<file path="config.mk">
export PLATFORM = sky130hd
export DESIGN_NAME = trivium_keystream_xor
export DESIGN_NICKNAME = d
export VERILOG_FILES = /design/src/rtl/tkx_pkg.sv /design/src/rtl/tkx_front.sv /design/src/rtl/tkx_core.sv /design/src/rtl/trivium_keystream_xor.sv
export SDC_FILE = /design/constraint.sdc
export NUM_CORES = 1
export LEC_CHECK = 0
export BUFFER_PORTS_ARGS = -buffer_cell sky130_fd_sc_hd__buf_2
export CORE_MARGIN = 4
export CORE_UTILIZATION = 55
export DETAILED_ROUTE_END_ITERATION = 8
export PLACE_DENSITY = 0.72
export SLEW_MARGIN = 20
export SYNTH_ARGS = -nofsm -noshare
export SYNTH_HDL_FRONTEND = slang
export SYNTH_SLANG_ARGS = --single-unit
</file>
<file path="constraint.sdc">
create_clock -name clock -period 3.2 [get_ports clock]
set_input_delay 0.32 -clock clock [delete_from_list [all_inputs] [get_ports clock]]
set_output_delay 0.32 -clock clock [all_outputs]
set_load 0.1 [all_outputs]
</file>
<file path="src/rtl/tkx_pkg.sv">
package tkx_pkg;

   localparam int LEN_A         = 93;
   localparam int LEN_B         = 84;
   localparam int LEN_C         = 111;
   localparam int KEY_BITS      = 80;
   localparam int BYTE_BITS     = 8;
   localparam int WARMUP_ROUNDS = 1152;
   // One core step runs as many rounds as a byte has bits.
   localparam int WARMUP_STEPS  = WARMUP_ROUNDS / BYTE_BITS;
   localparam int WARM_CNT_BITS = $clog2(WARMUP_STEPS);
   localparam int CSR_DATA_BITS = 64;
   localparam int CSR_ADDR_BITS = 3;
   localparam int HIGH_BITS     = KEY_BITS - CSR_DATA_BITS;

   localparam logic [CSR_ADDR_BITS-1:0] CSR_KEY_LOW  = 3'd0;
   localparam logic [CSR_ADDR_BITS-1:0] CSR_KEY_HIGH = 3'd1;
   localparam logic [CSR_ADDR_BITS-1:0] CSR_IV_LOW   = 3'd2;
   localparam logic [CSR_ADDR_BITS-1:0] CSR_IV_HIGH  = 3'd3;

   typedef struct packed {
      logic [LEN_A-1:0] a;
      logic [LEN_B-1:0] b;
      logic [LEN_C-1:0] c;
   } cipher_state_type;

   typedef struct packed {
      logic [KEY_BITS-1:0] key;
      logic [KEY_BITS-1:0] iv;
   } cipher_cfg_type;

   typedef struct packed {
      logic [BYTE_BITS-1:0] data_byte;
      logic                 new_message;
   } item_type;

   typedef struct packed {
      logic     valid;
      item_type item;
   } queue_head_type;

   typedef enum logic [1:0] {
      CORE_READY,
      CORE_WARMUP,
      CORE_FIRST
   } core_state_type;

   function automatic logic keystream_bit(input cipher_state_type s);
      keystream_bit = s.a[65] ^ s.a[92] ^ s.b[68] ^ s.b[83] ^ s.c[65] ^ s.c[110];
   endfunction

   function automatic cipher_state_type round_step(input cipher_state_type s);
      logic t1;
      logic t2;
      logic t3;
      cipher_state_type r;
      t1 = s.a[65] ^ s.a[92] ^ (s.a[90] & s.a[91]) ^ s.b[77];
      t2 = s.b[68] ^ s.b[83] ^ (s.b[81] & s.b[82]) ^ s.c[86];
      t3 = s.c[65] ^ s.c[110] ^ (s.c[108] & s.c[109]) ^ s.a[68];
      r.a = {s.a[LEN_A-2:0], t3};
      r.b = {s.b[LEN_B-2:0], t1};
      r.c = {s.c[LEN_C-2:0], t2};
      round_step = r;
   endfunction

   function automatic cipher_state_type load_state(input cipher_cfg_type cfg);
      cipher_state_type r;
      r.a = {{(LEN_A-KEY_BITS){1'b0}}, cfg.key};
      r.b = {{(LEN_B-KEY_BITS){1'b0}}, cfg.iv};
      r.c = {3'b111, {(LEN_C-3){1'b0}}};
      load_state = r;
   endfunction

endpackage

</file>
<file path="src/rtl/tkx_front.sv">
module tkx_front (
   input  logic                  clock,
   input  logic                  reset,
   input  logic                  req_valid,
   output logic                  req_ready,
   input  tkx_pkg::item_type     req_item,
   output tkx_pkg::queue_head_type head,
   input  logic                  pop
);

   tkx_pkg::item_type entry_ff [2];
   logic       wr_ptr_ff;
   logic       wr_ptr_in;
   logic       rd_ptr_ff;
   logic       rd_ptr_in;
   logic [1:0] count_ff;
   logic [1:0] count_in;
   logic       push;
   logic       do_pop;

   assign req_ready = (count_ff != 2'd2);
   assign push      = req_valid && req_ready;
   assign do_pop    = pop && (count_ff != 2'd0);

   assign head.valid = (count_ff != 2'd0);
   assign head.item  = entry_ff[rd_ptr_ff];

   always_comb begin
      wr_ptr_in = push   ? ~wr_ptr_ff : wr_ptr_ff;
      rd_ptr_in = do_pop ? ~rd_ptr_ff : rd_ptr_ff;
      count_in  = count_ff + {1'b0, push} - {1'b0, do_pop};
   end

   always_ff @(posedge clock) begin
      if (reset) begin
         wr_ptr_ff <= 1'b0;
         rd_ptr_ff <= 1'b0;
         count_ff  <= 2'd0;
      end else begin
         wr_ptr_ff <= wr_ptr_in;
         rd_ptr_ff <= rd_ptr_in;
         count_ff  <= count_in;
      end
   end

   always_ff @(posedge clock) begin
      if (push) begin
         entry_ff[wr_ptr_ff] <= req_item;
      end
   end

endmodule

</file>
<file path="src/rtl/tkx_core.sv">
module tkx_core (
   input  logic                           clock,
   input  logic                           reset,
   input  tkx_pkg::cipher_cfg_type        cfg,
   input  tkx_pkg::queue_head_type        head,
   output logic                           pop,
   output logic                           rsp_valid,
   input  logic                           rsp_ready,
   output logic [tkx_pkg::BYTE_BITS-1:0]  rsp_out_byte
);

   tkx_pkg::core_state_type  fsm_ff;
   tkx_pkg::core_state_type  fsm_in;
   tkx_pkg::cipher_state_type cs_ff;
   tkx_pkg::cipher_state_type cs_in;
   tkx_pkg::cipher_state_type stepped;
   logic [tkx_pkg::WARM_CNT_BITS-1:0] warm_cnt_ff;
   logic [tkx_pkg::WARM_CNT_BITS-1:0] warm_cnt_in;
   logic [tkx_pkg::BYTE_BITS-1:0]     keystream;
   logic                              rsp_valid_ff;
   logic                              rsp_valid_in;
   logic [tkx_pkg::BYTE_BITS-1:0]     rsp_byte_ff;
   logic                              slot_free;
   logic                              last_warm;
   logic                              load;
   logic                              advance;
   logic                              emit;

   assign slot_free = !rsp_valid_ff || rsp_ready;
   assign last_warm = (warm_cnt_ff == tkx_pkg::WARM_CNT_BITS'(tkx_pkg::WARMUP_STEPS - 1));

   // Eight rounds per cycle whenever the state advances; the first keystream bit lands on the top bit.
   always_comb begin
      tkx_pkg::cipher_state_type s;
      s = cs_ff;
      keystream = '0;
      for (int i = 0; i < tkx_pkg::BYTE_BITS; i++) begin
         keystream[tkx_pkg::BYTE_BITS-1-i] = tkx_pkg::keystream_bit(s);
         s = tkx_pkg::round_step(s);
      end
      stepped = s;
   end

   always_comb begin
      fsm_in = fsm_ff;
      unique case (fsm_ff)
         tkx_pkg::CORE_READY: begin
            if (head.valid && head.item.new_message) begin
               fsm_in = tkx_pkg::CORE_WARMUP;
            end
         end
         tkx_pkg::CORE_WARMUP: begin
            if (last_warm) begin
               fsm_in = tkx_pkg::CORE_FIRST;
            end
         end
         tkx_pkg::CORE_FIRST: begin
            if (slot_free) begin
               fsm_in = tkx_pkg::CORE_READY;
            end
         end
         default: fsm_in = tkx_pkg::CORE_READY;
      endcase
   end

   always_comb begin
      load    = 1'b0;
      advance = 1'b0;
      emit    = 1'b0;
      unique case (fsm_ff)
         tkx_pkg::CORE_READY: begin
            load = head.valid && head.item.new_message;
            emit = head.valid && !head.item.new_message && slot_free;
         end
         tkx_pkg::CORE_WARMUP: begin
            advance = 1'b1;
         end
         tkx_pkg::CORE_FIRST: begin
            // The head byte has been warmed up already, so its flag is ignored.
            emit = slot_free;
         end
         default: begin
            load = 1'b0;
         end
      endcase
   end

   assign pop = emit;

   always_comb begin
      cs_in       = cs_ff;
      warm_cnt_in = warm_cnt_ff;
      if (load) begin
         cs_in       = tkx_pkg::load_state(cfg);
         warm_cnt_in = '0;
      end else if (advance || emit) begin
         cs_in = stepped;
      end
      if (advance) begin
         warm_cnt_in = warm_cnt_ff + 1'b1;
      end
      rsp_valid_in = emit ? 1'b1 : (rsp_ready ? 1'b0 : rsp_valid_ff);
   end

   always_ff @(posedge clock) begin
      if (reset) begin
         fsm_ff       <= tkx_pkg::CORE_READY;
         cs_ff        <= '0;
         warm_cnt_ff  <= '0;
         rsp_valid_ff <= 1'b0;
      end else begin
         fsm_ff       <= fsm_in;
         cs_ff        <= cs_in;
         warm_cnt_ff  <= warm_cnt_in;
         rsp_valid_ff <= rsp_valid_in;
      end
   end

   always_ff @(posedge clock) begin
      if (emit) begin
         rsp_byte_ff <= head.item.data_byte ^ keystream;
      end
   end

   assign rsp_valid    = rsp_valid_ff;
   assign rsp_out_byte = rsp_byte_ff;

endmodule

</file>
<file path="src/rtl/trivium_keystream_xor.sv">
// Trivium stream cipher (80-bit key, 80-bit IV) that XORs its keystream onto
// a byte stream; encryption and decryption are the same operation. Key and IV
// are to be written through the csr_ port while the block is idle, which the
// block does not enforce; they take effect at the next beat with
// req_new_message set. Such a beat reloads the state and runs 1152 warm-up
// rounds, eight per cycle, before its result; every other byte is XORed with
// the keystream of the eight unrolled rounds in the cipher core. A two-entry
// queue in front of the core keeps accepting beats while it has room, also
// while the core warms up or the result register waits. Bytes sent before any
// new message use the reset state, whose keystream is zero.
module trivium_keystream_xor (
   input  logic        clock,
   input  logic        reset,
   input  logic        req_valid,
   output logic        req_ready,
   input  logic [7:0]  req_data_byte,
   input  logic        req_new_message,
   output logic        rsp_valid,
   input  logic        rsp_ready,
   output logic [7:0]  rsp_out_byte,
   input  logic        csr_wr_en,
   input  logic [2:0]  csr_addr,
   input  logic [63:0] csr_wdata
);

   logic [tkx_pkg::CSR_DATA_BITS-1:0] key_low_ff;
   logic [tkx_pkg::HIGH_BITS-1:0]     key_high_ff;
   logic [tkx_pkg::CSR_DATA_BITS-1:0] iv_low_ff;
   logic [tkx_pkg::HIGH_BITS-1:0]     iv_high_ff;
   tkx_pkg::cipher_cfg_type  cfg;
   tkx_pkg::item_type        req_item;
   tkx_pkg::queue_head_type  head;
   logic                     pop;

   always_ff @(posedge clock) begin
      if (reset) begin
         key_low_ff  <= '0;
         key_high_ff <= '0;
         iv_low_ff   <= '0;
         iv_high_ff  <= '0;
      end else if (csr_wr_en) begin
         unique case (csr_addr)
            tkx_pkg::CSR_KEY_LOW:  key_low_ff  <= csr_wdata;
            tkx_pkg::CSR_KEY_HIGH: key_high_ff <= csr_wdata[tkx_pkg::HIGH_BITS-1:0];
            tkx_pkg::CSR_IV_LOW:   iv_low_ff   <= csr_wdata;
            tkx_pkg::CSR_IV_HIGH:  iv_high_ff  <= csr_wdata[tkx_pkg::HIGH_BITS-1:0];
            default: ;
         endcase
      end
   end

   assign cfg.key = {key_high_ff, key_low_ff};
   assign cfg.iv  = {iv_high_ff, iv_low_ff};

   assign req_item.data_byte   = req_data_byte;
   assign req_item.new_message = req_new_message;

   tkx_front u_front (
      .clock     (clock),
      .reset     (reset),
      .req_valid (req_valid),
      .req_ready (req_ready),
      .req_item  (req_item),
      .head      (head),
      .pop       (pop)
   );

   tkx_core u_core (
      .clock        (clock),
      .reset        (reset),
      .cfg          (cfg),
      .head         (head),
      .pop          (pop),
      .rsp_valid    (rsp_valid),
      .rsp_ready    (rsp_ready),
      .rsp_out_byte (rsp_out_byte)
   );

endmodule

</file>
# Yosys cells after proc, flatten, opt, wreduce, memory -nomap -nowiden
# Memories as Yosys holds them, arrays and structs flattened. A register that Yosys moved wholly into a read port is not among the register bits.
# Index checks and enable logic that the tools add are counted.
# word_totals
ff_bits	471
mem_bits_rw	18
out_inout_bits	10
mem_count	1
# mem_list
memory	words	width	rd	rd_clocked_by_memory_dff	wr	line_no	text
u_front.entry_ff	2	9	1	1	1	tkx_front.sv:11	tkx_pkg::item_type entry_ff [2];
# op_classes
n_addsub	3
eq_ne	10
n_mux	17
bitwise_logic	131
reduce_logical	21
# op_table
operator	count
$mux W275	2
$xor A1 B1 Y1	104
$and A1 B1 Y1	24
$mux W8	2
$add A8 B1 Y8 const B	1
$eq A8 B8 Y1 const B	1
$mux W1	8
$reduce_and A2 Y1	4
$reduce_bool A2 Y1	4
$xor A8 B8 Y8	1
$eq A3 B2 Y1 const B	2
$mux W2	3
$ne A2 B1 Y1 const B	3
$pmux W2 S3	1
$logic_and A1 B1 Y1	5
$eq A3 B1 Y1 const B	1
$logic_not A3 Y1	1
$reduce_and A3 Y1	1
$add A2 B1 Y2	1
$eq A2 B1 Y1 const B	1
$eq A2 B2 Y1 const B	1
$logic_not A1 Y1	2
$logic_not A2 Y1	1
$logic_or A1 B1 Y1	2
5 further kinds	6

# Logic depth before layout (Yosys ltp)
# Gate-level depths: netlist of the first run.
# logic_depth
word_depth	7
depth_mapped	12

# Hierarchy
# Synthesis of the first run repeated with hierarchy kept, for this count alone.
# hier_totals
hier_cells	2527
area_unflattened_um2	21943.5
# by_module_without_submodules
module	instances	cells_each	area_each_um2	seq_area_each_um2
tkx_core	1	1882	14556.5	6226.0
trivium_keystream_xor	1	593	6502.5	3203.1
tkx_front	1	52	884.6	640.6

# Worst setup path before layout of the first run
# No wires, ideal clock.
# synth_path
kind	register -> register
startpoint	register u_core.rsp_valid_ff (netlist: u_core.rsp_valid)
endpoint	register u_front.count_ff[1]
setup_ps	128
arrival_ps	2678
required_ps	3072
setup_slack_ps	394
stages_incl_launch_ff	12
cell_sequence	dfxtp_1 > nand2b_1 > o2111ai_4 > buf_2 > buf_2 > nor2_1 > ha_1 > inv_1 > ha_1 > xor2_1 > xnor2_1 > nor2_1
# synth_via
elab_chain_len	6
# synth_lines
element	line_no	text
start, declared	tkx_core.sv:20	logic rsp_valid_ff;
start signal, assigned	tkx_core.sv:115	rsp_valid_ff <= rsp_valid_in;
$logic_not A1 Y1 *	tkx_core.sv:29	assign slot_free = !rsp_valid_ff || rsp_ready;
$logic_or A1 B1 Y1 *	tkx_core.sv:29	
$logic_and A1 B1 Y1	tkx_core.sv:73	emit = head.valid && !head.item.new_message && slot_free;
$pmux W1 S2 *	tkx_core.sv:70	unique case (fsm_ff)
$logic_and A1 B1 Y1 *	tkx_front.sv:23	assign do_pop = pop && (count_ff != 2'd0);
net u_front.do_pop	tkx_front.sv:19	logic do_pop;
$sub A2 B1 Y2 *	tkx_front.sv:31	count_in = count_ff + {1'b0, push} - {1'b0, do_pop};
end signal, assigned	tkx_front.sv:42	count_ff <= count_in;
end, declared	tkx_front.sv:16	logic [1:0] count_ff;
# Mark *: on every way through the listed nets, which the timed path passes. The rest lies on a longest branch.
# A chain may end at the register's enable or synchronous reset.

# Worst setup path after layout of the first run
# layout_path
startpoint	register u_core.fsm_ff[1]
endpoint	register u_core.cs_ff[86] (netlist name)
# layout_via
elab_chain_len	3
# layout_lines
element	line_no	text
start, declared	tkx_core.sv:12	tkx_pkg::core_state_type fsm_ff;
start signal, assigned	tkx_core.sv:107	fsm_ff <= tkx_pkg::CORE_READY;
start signal, assigned	tkx_core.sv:112	fsm_ff <= fsm_in;
$eq A2 B2 Y1 (tied with other cells)	tkx_core.sv:70	
$pmux W1 S2 or $mux W1 (tied branches)	tkx_core.sv:70	
$logic_or A1 B1 Y1 or $reduce_or A2 Y1 (tied branches)	--	
end signal, assigned	tkx_core.sv:113	cs_ff <= cs_in;
end, declared	tkx_core.sv:14	tkx_pkg::cipher_state_type cs_ff;
# Several ways; a longest one is shown, not always the timed one.

==> qor.yml, run 1 <==
p_per_area_mw_per_mm2: 865
initial_core_util: 0.559
rsz0062_at_grt: "no"
max_freq_ghz: 0.365
rr_endpoint: "u_core.cs_ff[86]"
drc: 0
cts_tree: "done"
yosysWarnings: 0
design_area_mm2: 0.0245
synth_edf_count: 26
maxSlewViolCount: 0
setup_viol: 0
setup_slack_ps: 463
syn_to_final_growth_pct: 12.9
cp_max_fo: 110
clock_path_buffers: 3
final_common_cell: "dfxtp_1"
synth_area_mm2: 0.0217
antenna_found_initial: 2
synth.largest_area_cell: "dfxtp_1"
max-cap-violations: 0
relSlewSlack: 0.192
dieArea_mm2: 0.0427
syn_avg_cell_area_um2: 8.83
hold_ws_ps: 33.3
fin_crit_ps: 2740
pre_cts_slack_ps: 500
gp_congestion: 0.869
wl_mm: 60.9
grt_pass1_wl_mm: 95.6
drtAntennaViolNets: 0
clk_pin_slew_worst_paths_ps: 60
final_nets: 2528
syn-num-nets: 2540
wl_per_cell_um: 20.3
drive_gt1_frac: 0.136
htree_num_levels: 2
status: "complete, no violations"
drt_iter0_drc: 1991
leakagePower_uw: 0.00900
setup_tns_ps: 0
reg2regPathDepth: 6
io_pins: 91
die_w_um: 207
cts-root-buf: "clkbuf_16"
crit_path_max_incr_delay_ps: 580
row_count: 72
layout_common_cells: "dfxtp_1, nand2_1, a21oi_1"
grt_pass1_vias: 17660
yosysUniqueCellTypes: 54
cp_slowest_cell: "dfxtp_1"
post_dp_cell_area_mm2: 0.0223
ys_seq_elements: 490
arrival_ps: 3250
synth_top_area_share: 0.428
rrSetupSlack_ps: 460
hold_viol_final: 0
cts_buffers: 50
tightestPinTransition_ps: 1210
fillers: 3292
crit_path_end_kind: "flip-flop"
clkSinkCount: 490
first_pass_iters: 7
vias: 18425
r2r_start: "u_core.fsm_ff[1]"
clkLatencyLatePin_ps: 590
die_height_um: 207
coreArea_mm2: 0.0388
netlist_instances: 2456
fin_crit_sh: 0.855
critical_path.startpoint: "u_core.fsm_ff[1]"
crit_end: "u_core.cs_ff[86]"
viasPerCell: 6.14
cts_setup_buffers: 0
fin_skew_ps: 22.1
vdd_ir_drop_max_mv: 0.846
ys_async_sr_fraction: 0
grt_overflow: 0
critPathLaunchType: "flip-flop"
yosysSeqAreaShare: 0.464
grt.total_usage: 0.278
path_cells: "or3_1 -> o2111ai_4 -> inv_4 -> buf_12 -> o21ai_0 -> a21oi_1"
required_ps: 3710
synth_area_leaders: "dfxtp_1, a21oi_1, nand2_1"
hp-class: "input port to flip-flop"
synth_ff_type: "dfxtp_1"
io_buffers: 90
grt_max_degree: 230
hpwl_mm: 36.3
path_class: "flip-flop to flip-flop"
-- final cells by class --
| type | instances | area [um2] | area share |
|---|---|---|---|
| diodes | 1 | 2.50 | 0.000102 |
| repair buffers | 185 | 1470 | 0.0600 |
| clock inverters | 12 | 170 | 0.00695 |
| clock buffers | 77 | 1460 | 0.0597 |
| multi-input cells | 1581 | 10100 | 0.414 |
| inverters | 136 | 515 | 0.0211 |
| well taps | 518 | 648 | 0.0265 |
| flip-flops and latches | 490 | 10100 | 0.411 |
-- worst min-delay path by stage --
stage	startpoint	end	slack, ps	cells past startpoint
after detailed placement	iv_low_ff[7]	iv_low_ff[7]	440	2
after global placement	key_low_ff[1]	key_low_ff[1]	440	2
final	csr_wdata[57]	key_low_ff[57]	30	3
after CTS	csr_wdata[57]	key_low_ff[57]	3	3
after floorplan	req_new_message	u_front.entry_ff[0][0]	420	0
after global routing	csr_wdata[13]	iv_low_ff[13]	20	3
-- through the flow --
stage / util / instances / power [uW]
floorplan: - / 2456 / 13400
global placement: 0.573 / 2851 / 15200
detailed placement: 0.573 / 2851 / 15300
CTS: 0.630 / 2999 / 21200
global route: 0.630 / 2999 / 22200
finish: 0.631 / 3000 / 21200
-- power by group --
group          switching (uW)  internal, uW
Sequential                639          7110
Combinational            4710          2880
Clock                    2390          3450
-- timing repair --
action / in CTS / in global routing
hold endpoints to repair: 120 / 0
hold buffers: 59 / 0
resized for setup: 0 / 0
-- cells in the mapped netlist (all sizes together), types with 2 or more instances --
| cell | instances |
|---|---|
| o311ai | 3 |
| o21a | 2 |
| mux2 | 112 |
| edfxtp | 26 |
| nand2b | 4 |
| nor2b | 7 |
| a22oi | 2 |
| or2 | 2 |
| o21ai | 128 |
| buf | 73 |
| mux2i | 9 |
| a2111oi | 17 |
| xor2 | 14 |
| nor4 | 9 |
| xor3 | 3 |
| nor3 | 15 |
| or4 | 11 |
| a311oi | 15 |
| o31ai | 111 |
| a21oi | 297 |
| o311a | 113 |
| xnor2 | 59 |
| dfxtp | 464 |
| ha | 3 |
| nand4 | 5 |
| or3 | 6 |
| o2111ai | 12 |
| o31a | 7 |
| clkbuf | 176 |
| nor2 | 55 |
| nand2 | 375 |
| o32ai | 11 |
| nor3b | 2 |
| nand3 | 129 |
| and3 | 5 |
| a31oi | 3 |
| a211oi | 16 |
| xnor3 | 10 |
| inv | 136 |
| nand3b | 3 |
| o221a | 3 |
-- metal layers --
| layer | wire length (um) | share of wire | track usage |
|---|---|---|---|
| met5 | 23 | 0.00038 | 0 |
| met4 | 2770 | 0.046 | 0.125 |
| met3 | 3630 | 0.060 | 0.0412 |
| met2 | 29200 | 0.48 | 0.460 |
| met1 | 25200 | 0.41 | 0.364 |
-- critical path, delay by kind of cell (launching register included) --
| family | cells | cell delay, ps |
|---|---|---|
| AND/OR/NAND/NOR | 1 | 300 |
| AO/OA/AOI/OAI | 3 | 820 |
| flip-flops | 1 | 580 |
| buffers and inverters | 2 | 910 |
-- registers in the layout, indices dropped and copies added, names as in the netlist, named ones only --
signal / flops
u_core.cs_ff: 288
iv_low_ff: 64
key_low_ff: 64
u_front.entry_ff: 18
iv_high_ff: 16
key_high_ff: 16
u_core.rsp_out_byte: 8
u_core.warm_cnt_ff: 8
u_core.fsm_ff: 2
u_front.count_ff: 2
u_core.rsp_valid: 1
u_front.rd_ptr_ff: 1
u_front.wr_ptr_ff: 1
-- kinds of logic (layout without fill, tap and decap cells) --
| kind of cell | after synthesis | in the layout | share of synthesized area |
|---|---|---|---|
| xor gates and xnor gates | 86 | 86 | 0.0432 |
| and+or+nand+nor | 630 | 630 | 0.125 |
| AOI/OAI and AO/OA | 741 | 741 | 0.228 |
| adders and majority gates | 3 | 3 | 0.00173 |
| other | 0 | 1 | 0 |
| DFF | 490 | 490 | 0.464 |
| buffers and inverters | 385 | 410 | 0.0725 |
| muxes | 121 | 121 | 0.0655 |
Note: power is estimated with default switching activity, not from simulation.
==> run 2: changes to the inputs <==
==> constraint.sdc (replaced) <==
create_clock -name clock -period 3.2 [get_ports clock]
set_input_delay 0.48 -clock clock [delete_from_list [all_inputs] [get_ports clock]]
set_output_delay 0.48 -clock clock [all_outputs]
set_load 0.1 [all_outputs]
==> run 2 against run 1 <==
Against the previous run: die area unchanged; first-iteration DRC count decreased by 10%; fmax increased by 9.5%; core utilization decreased by 0.80 points; sequential cell count stayed put; largest cell class unchanged; largest power group unchanged.
==> qor.yml, run 2 (same netlist as run 1, synthesis figures left out) <==
fin_crit_sh: 0.781  # was 0.855
seqPwrFrac: 0.357  # was 0.366
io_pins: 91  # unchanged
clk_pin_slew_worst_paths_ps: 60  # about the same
cp_top_family: "buffers and inverters"  # unchanged
leakagePower_uw: 0.00891  # was 0.00900 uW
critPathLaunchType: "flip-flop"  # unchanged
sw_frac_of_total: 0.367  # was 0.365
hold_viol_final: 0  # unchanged
power_switching_uw: 7980  # was 7740 uW
first_pass_iters: 5  # was 7
power_frac_comb: 0.352  # was 0.358
largest_register_ffs: 288  # unchanged
initial_core_util: 0.559  # unchanged
grt_pass1_vias: 17250  # was 17.7k
hp-class: "input port to flip-flop"  # unchanged
grt_max_degree: 135  # was 230
layout_common_cells: "dfxtp_1, nand2_1, a21oi_1"  # unchanged
clkSinkCount: 490  # unchanged
cts_setup_buffers: 0  # unchanged
die_height_um: 207  # unchanged
rsz0062_at_grt: "no"  # unchanged
final_core_util: 0.623  # was 0.631
coreArea_mm2: 0.0388  # unchanged
syn_to_final_growth_pct: 11.5  # was 12.9%
maxSlewViolCount: 0  # unchanged
clock_path_buffers: 3  # unchanged
power_uw: 21700  # was 21,200 uW
wl_per_cell_um: 20.7  # was 20.3 um
cts-root-buf: "clkbuf_16"  # unchanged
final_nets: 2479  # was 2,528
gp_congestion: 0.878  # was 0.869
top_regs: "u_core.cs_ff: 288 flops, iv_low_ff: 64 flops, key_low_ff: 64 flops"  # unchanged
ctsResizeCount: 0  # unchanged
grt.total_usage: 0.279  # was 0.278
setup_viol: 0  # unchanged
wl_mm: 61.2  # was 60.9 mm
vdd_ir_drop_max_mv: 0.577  # was 0.846 mV
cts_buffers: 53  # was 50
hpwl_mm: 37.4  # was 36.3 mm
cts_tree: "done"  # unchanged
grt_pass1_wl_mm: 95.5  # was 95.6 mm
antenna_found_initial: 2  # unchanged
antennaDiodeCount: 0  # was 1
htree_num_levels: 2  # unchanged
drt_iter0_drc: 1788  # was 1,991
max_freq_ghz: 0.400  # was 0.365 GHz
row_count: 72  # unchanged
crit_path_end_kind: "flip-flop"  # unchanged
tightestPinTransition_ps: 981  # was 1210 ps
die_w_um: 207  # unchanged
vias: 18196  # was 18.4k
drive_gt1_frac: 0.149  # was 0.136
arrival_ps: 2960  # was 3250 ps
worst-path-buf-inv: 2  # unchanged
cp_max_fo: 60  # was 110
path_class: "flip-flop to flip-flop"  # unchanged
status: "complete, no violations"  # unchanged
setup_tns_ps: 0  # unchanged
cts_hold_buffers: 0  # was 59
cp_slowest_cell: "dfxtp_1"  # unchanged
dieArea_mm2: 0.0427  # unchanged
path_cells: "or3_1 -> o2111ai_4 -> inv_4 -> nor2_1 -> buf_4 -> o311ai_0"  # was or3_1 -> o2111ai_4 -> inv_4 -> buf_12 -> o21ai_0 -> a21oi_1
final_common_cell: "dfxtp_1"  # unchanged
fin_skew_ps: 20.8  # was 22.1 ps
clock_power_share: 0.291  # was 0.276
io_buffers: 90  # unchanged
crit_path_max_incr_delay_ps: 570  # was 580 ps
drc: 0  # unchanged
viasPerCell: 6.16  # was 6.14
drtAntennaViolNets: 0  # unchanged
relSlewSlack: 0.346  # was 0.192
largest_register: "u_core.cs_ff"  # unchanged
clkLatencyLatePin_ps: 600  # was 590 ps
internal_power_uw: 13800  # was 13,400 uW
max-cap-violations: 0  # unchanged
fin_crit_ps: 2500  # was 2740 ps
grt_overflow: 0  # unchanged
p_per_area_mw_per_mm2: 900  # was 865 mW/mm2
required_ps: 3670  # was 3710 ps
run 2: layout make-up:
class / count / area [um2]
Clock buffer: 74 / 1540
Clock inverter: 24 / 278
Fill cell: 3287 / 14700
Inverter: 136 / 515
Multi-Input combinational cell: 1581 / 10100
Sequential cell: 490 / 10100
Tap cell: 518 / 648
Timing Repair Buffer: 133 / 980
run 2: final timing paths:
path / to / slack, ps / cells after the start / from
worst max-delay path: u_core.cs_ff[202] / 700 / 6 / u_core.fsm_ff[1]
worst min-delay path: u_front.entry_ff[0][3] / 80 / 1 / req_data_byte[2]
worst max register to register: u_core.cs_ff[202] / 700 / 6 / u_core.fsm_ff[1]
worst min register to register: iv_low_ff[6] / 450 / 2 / iv_low_ff[6]
run 2: per-stage QoR:
stage	setup slack, ps	std cells	hold slack (ps)	instance area, um2
2_1_floorplan	394	2456	431	21700
3_3_place_gp	807	2858	437	22400
3_5_place_dp	703	2858	444	22400
4_1_cts	745	2956	45.8	24200
5_1_grt	557	2956	64.5	24200
6_report	702	2956	77.5	24200
run 2: routing by layer:
layer	vias to the layer above	global-route usage	routed length, um
li1	8594	-	-
met1	8797	0.359	25100
met2	652	0.456	29200
met3	149	0.0542	4080
met4	4	0.127	2900
met5	-	0	27
run 2: power groups by stage:
stage | registers (uW) | logic (uW) | clock network, uW
after global placement | 7850 | 7370 | 0
after detailed placement | 7870 | 7550 | 0
after CTS | 7740 | 7600 | 6410
after floorplan | 7900 | 5450 | 0
after global routing | 7830 | 8210 | 6670
final | 7770 | 7650 | 6330
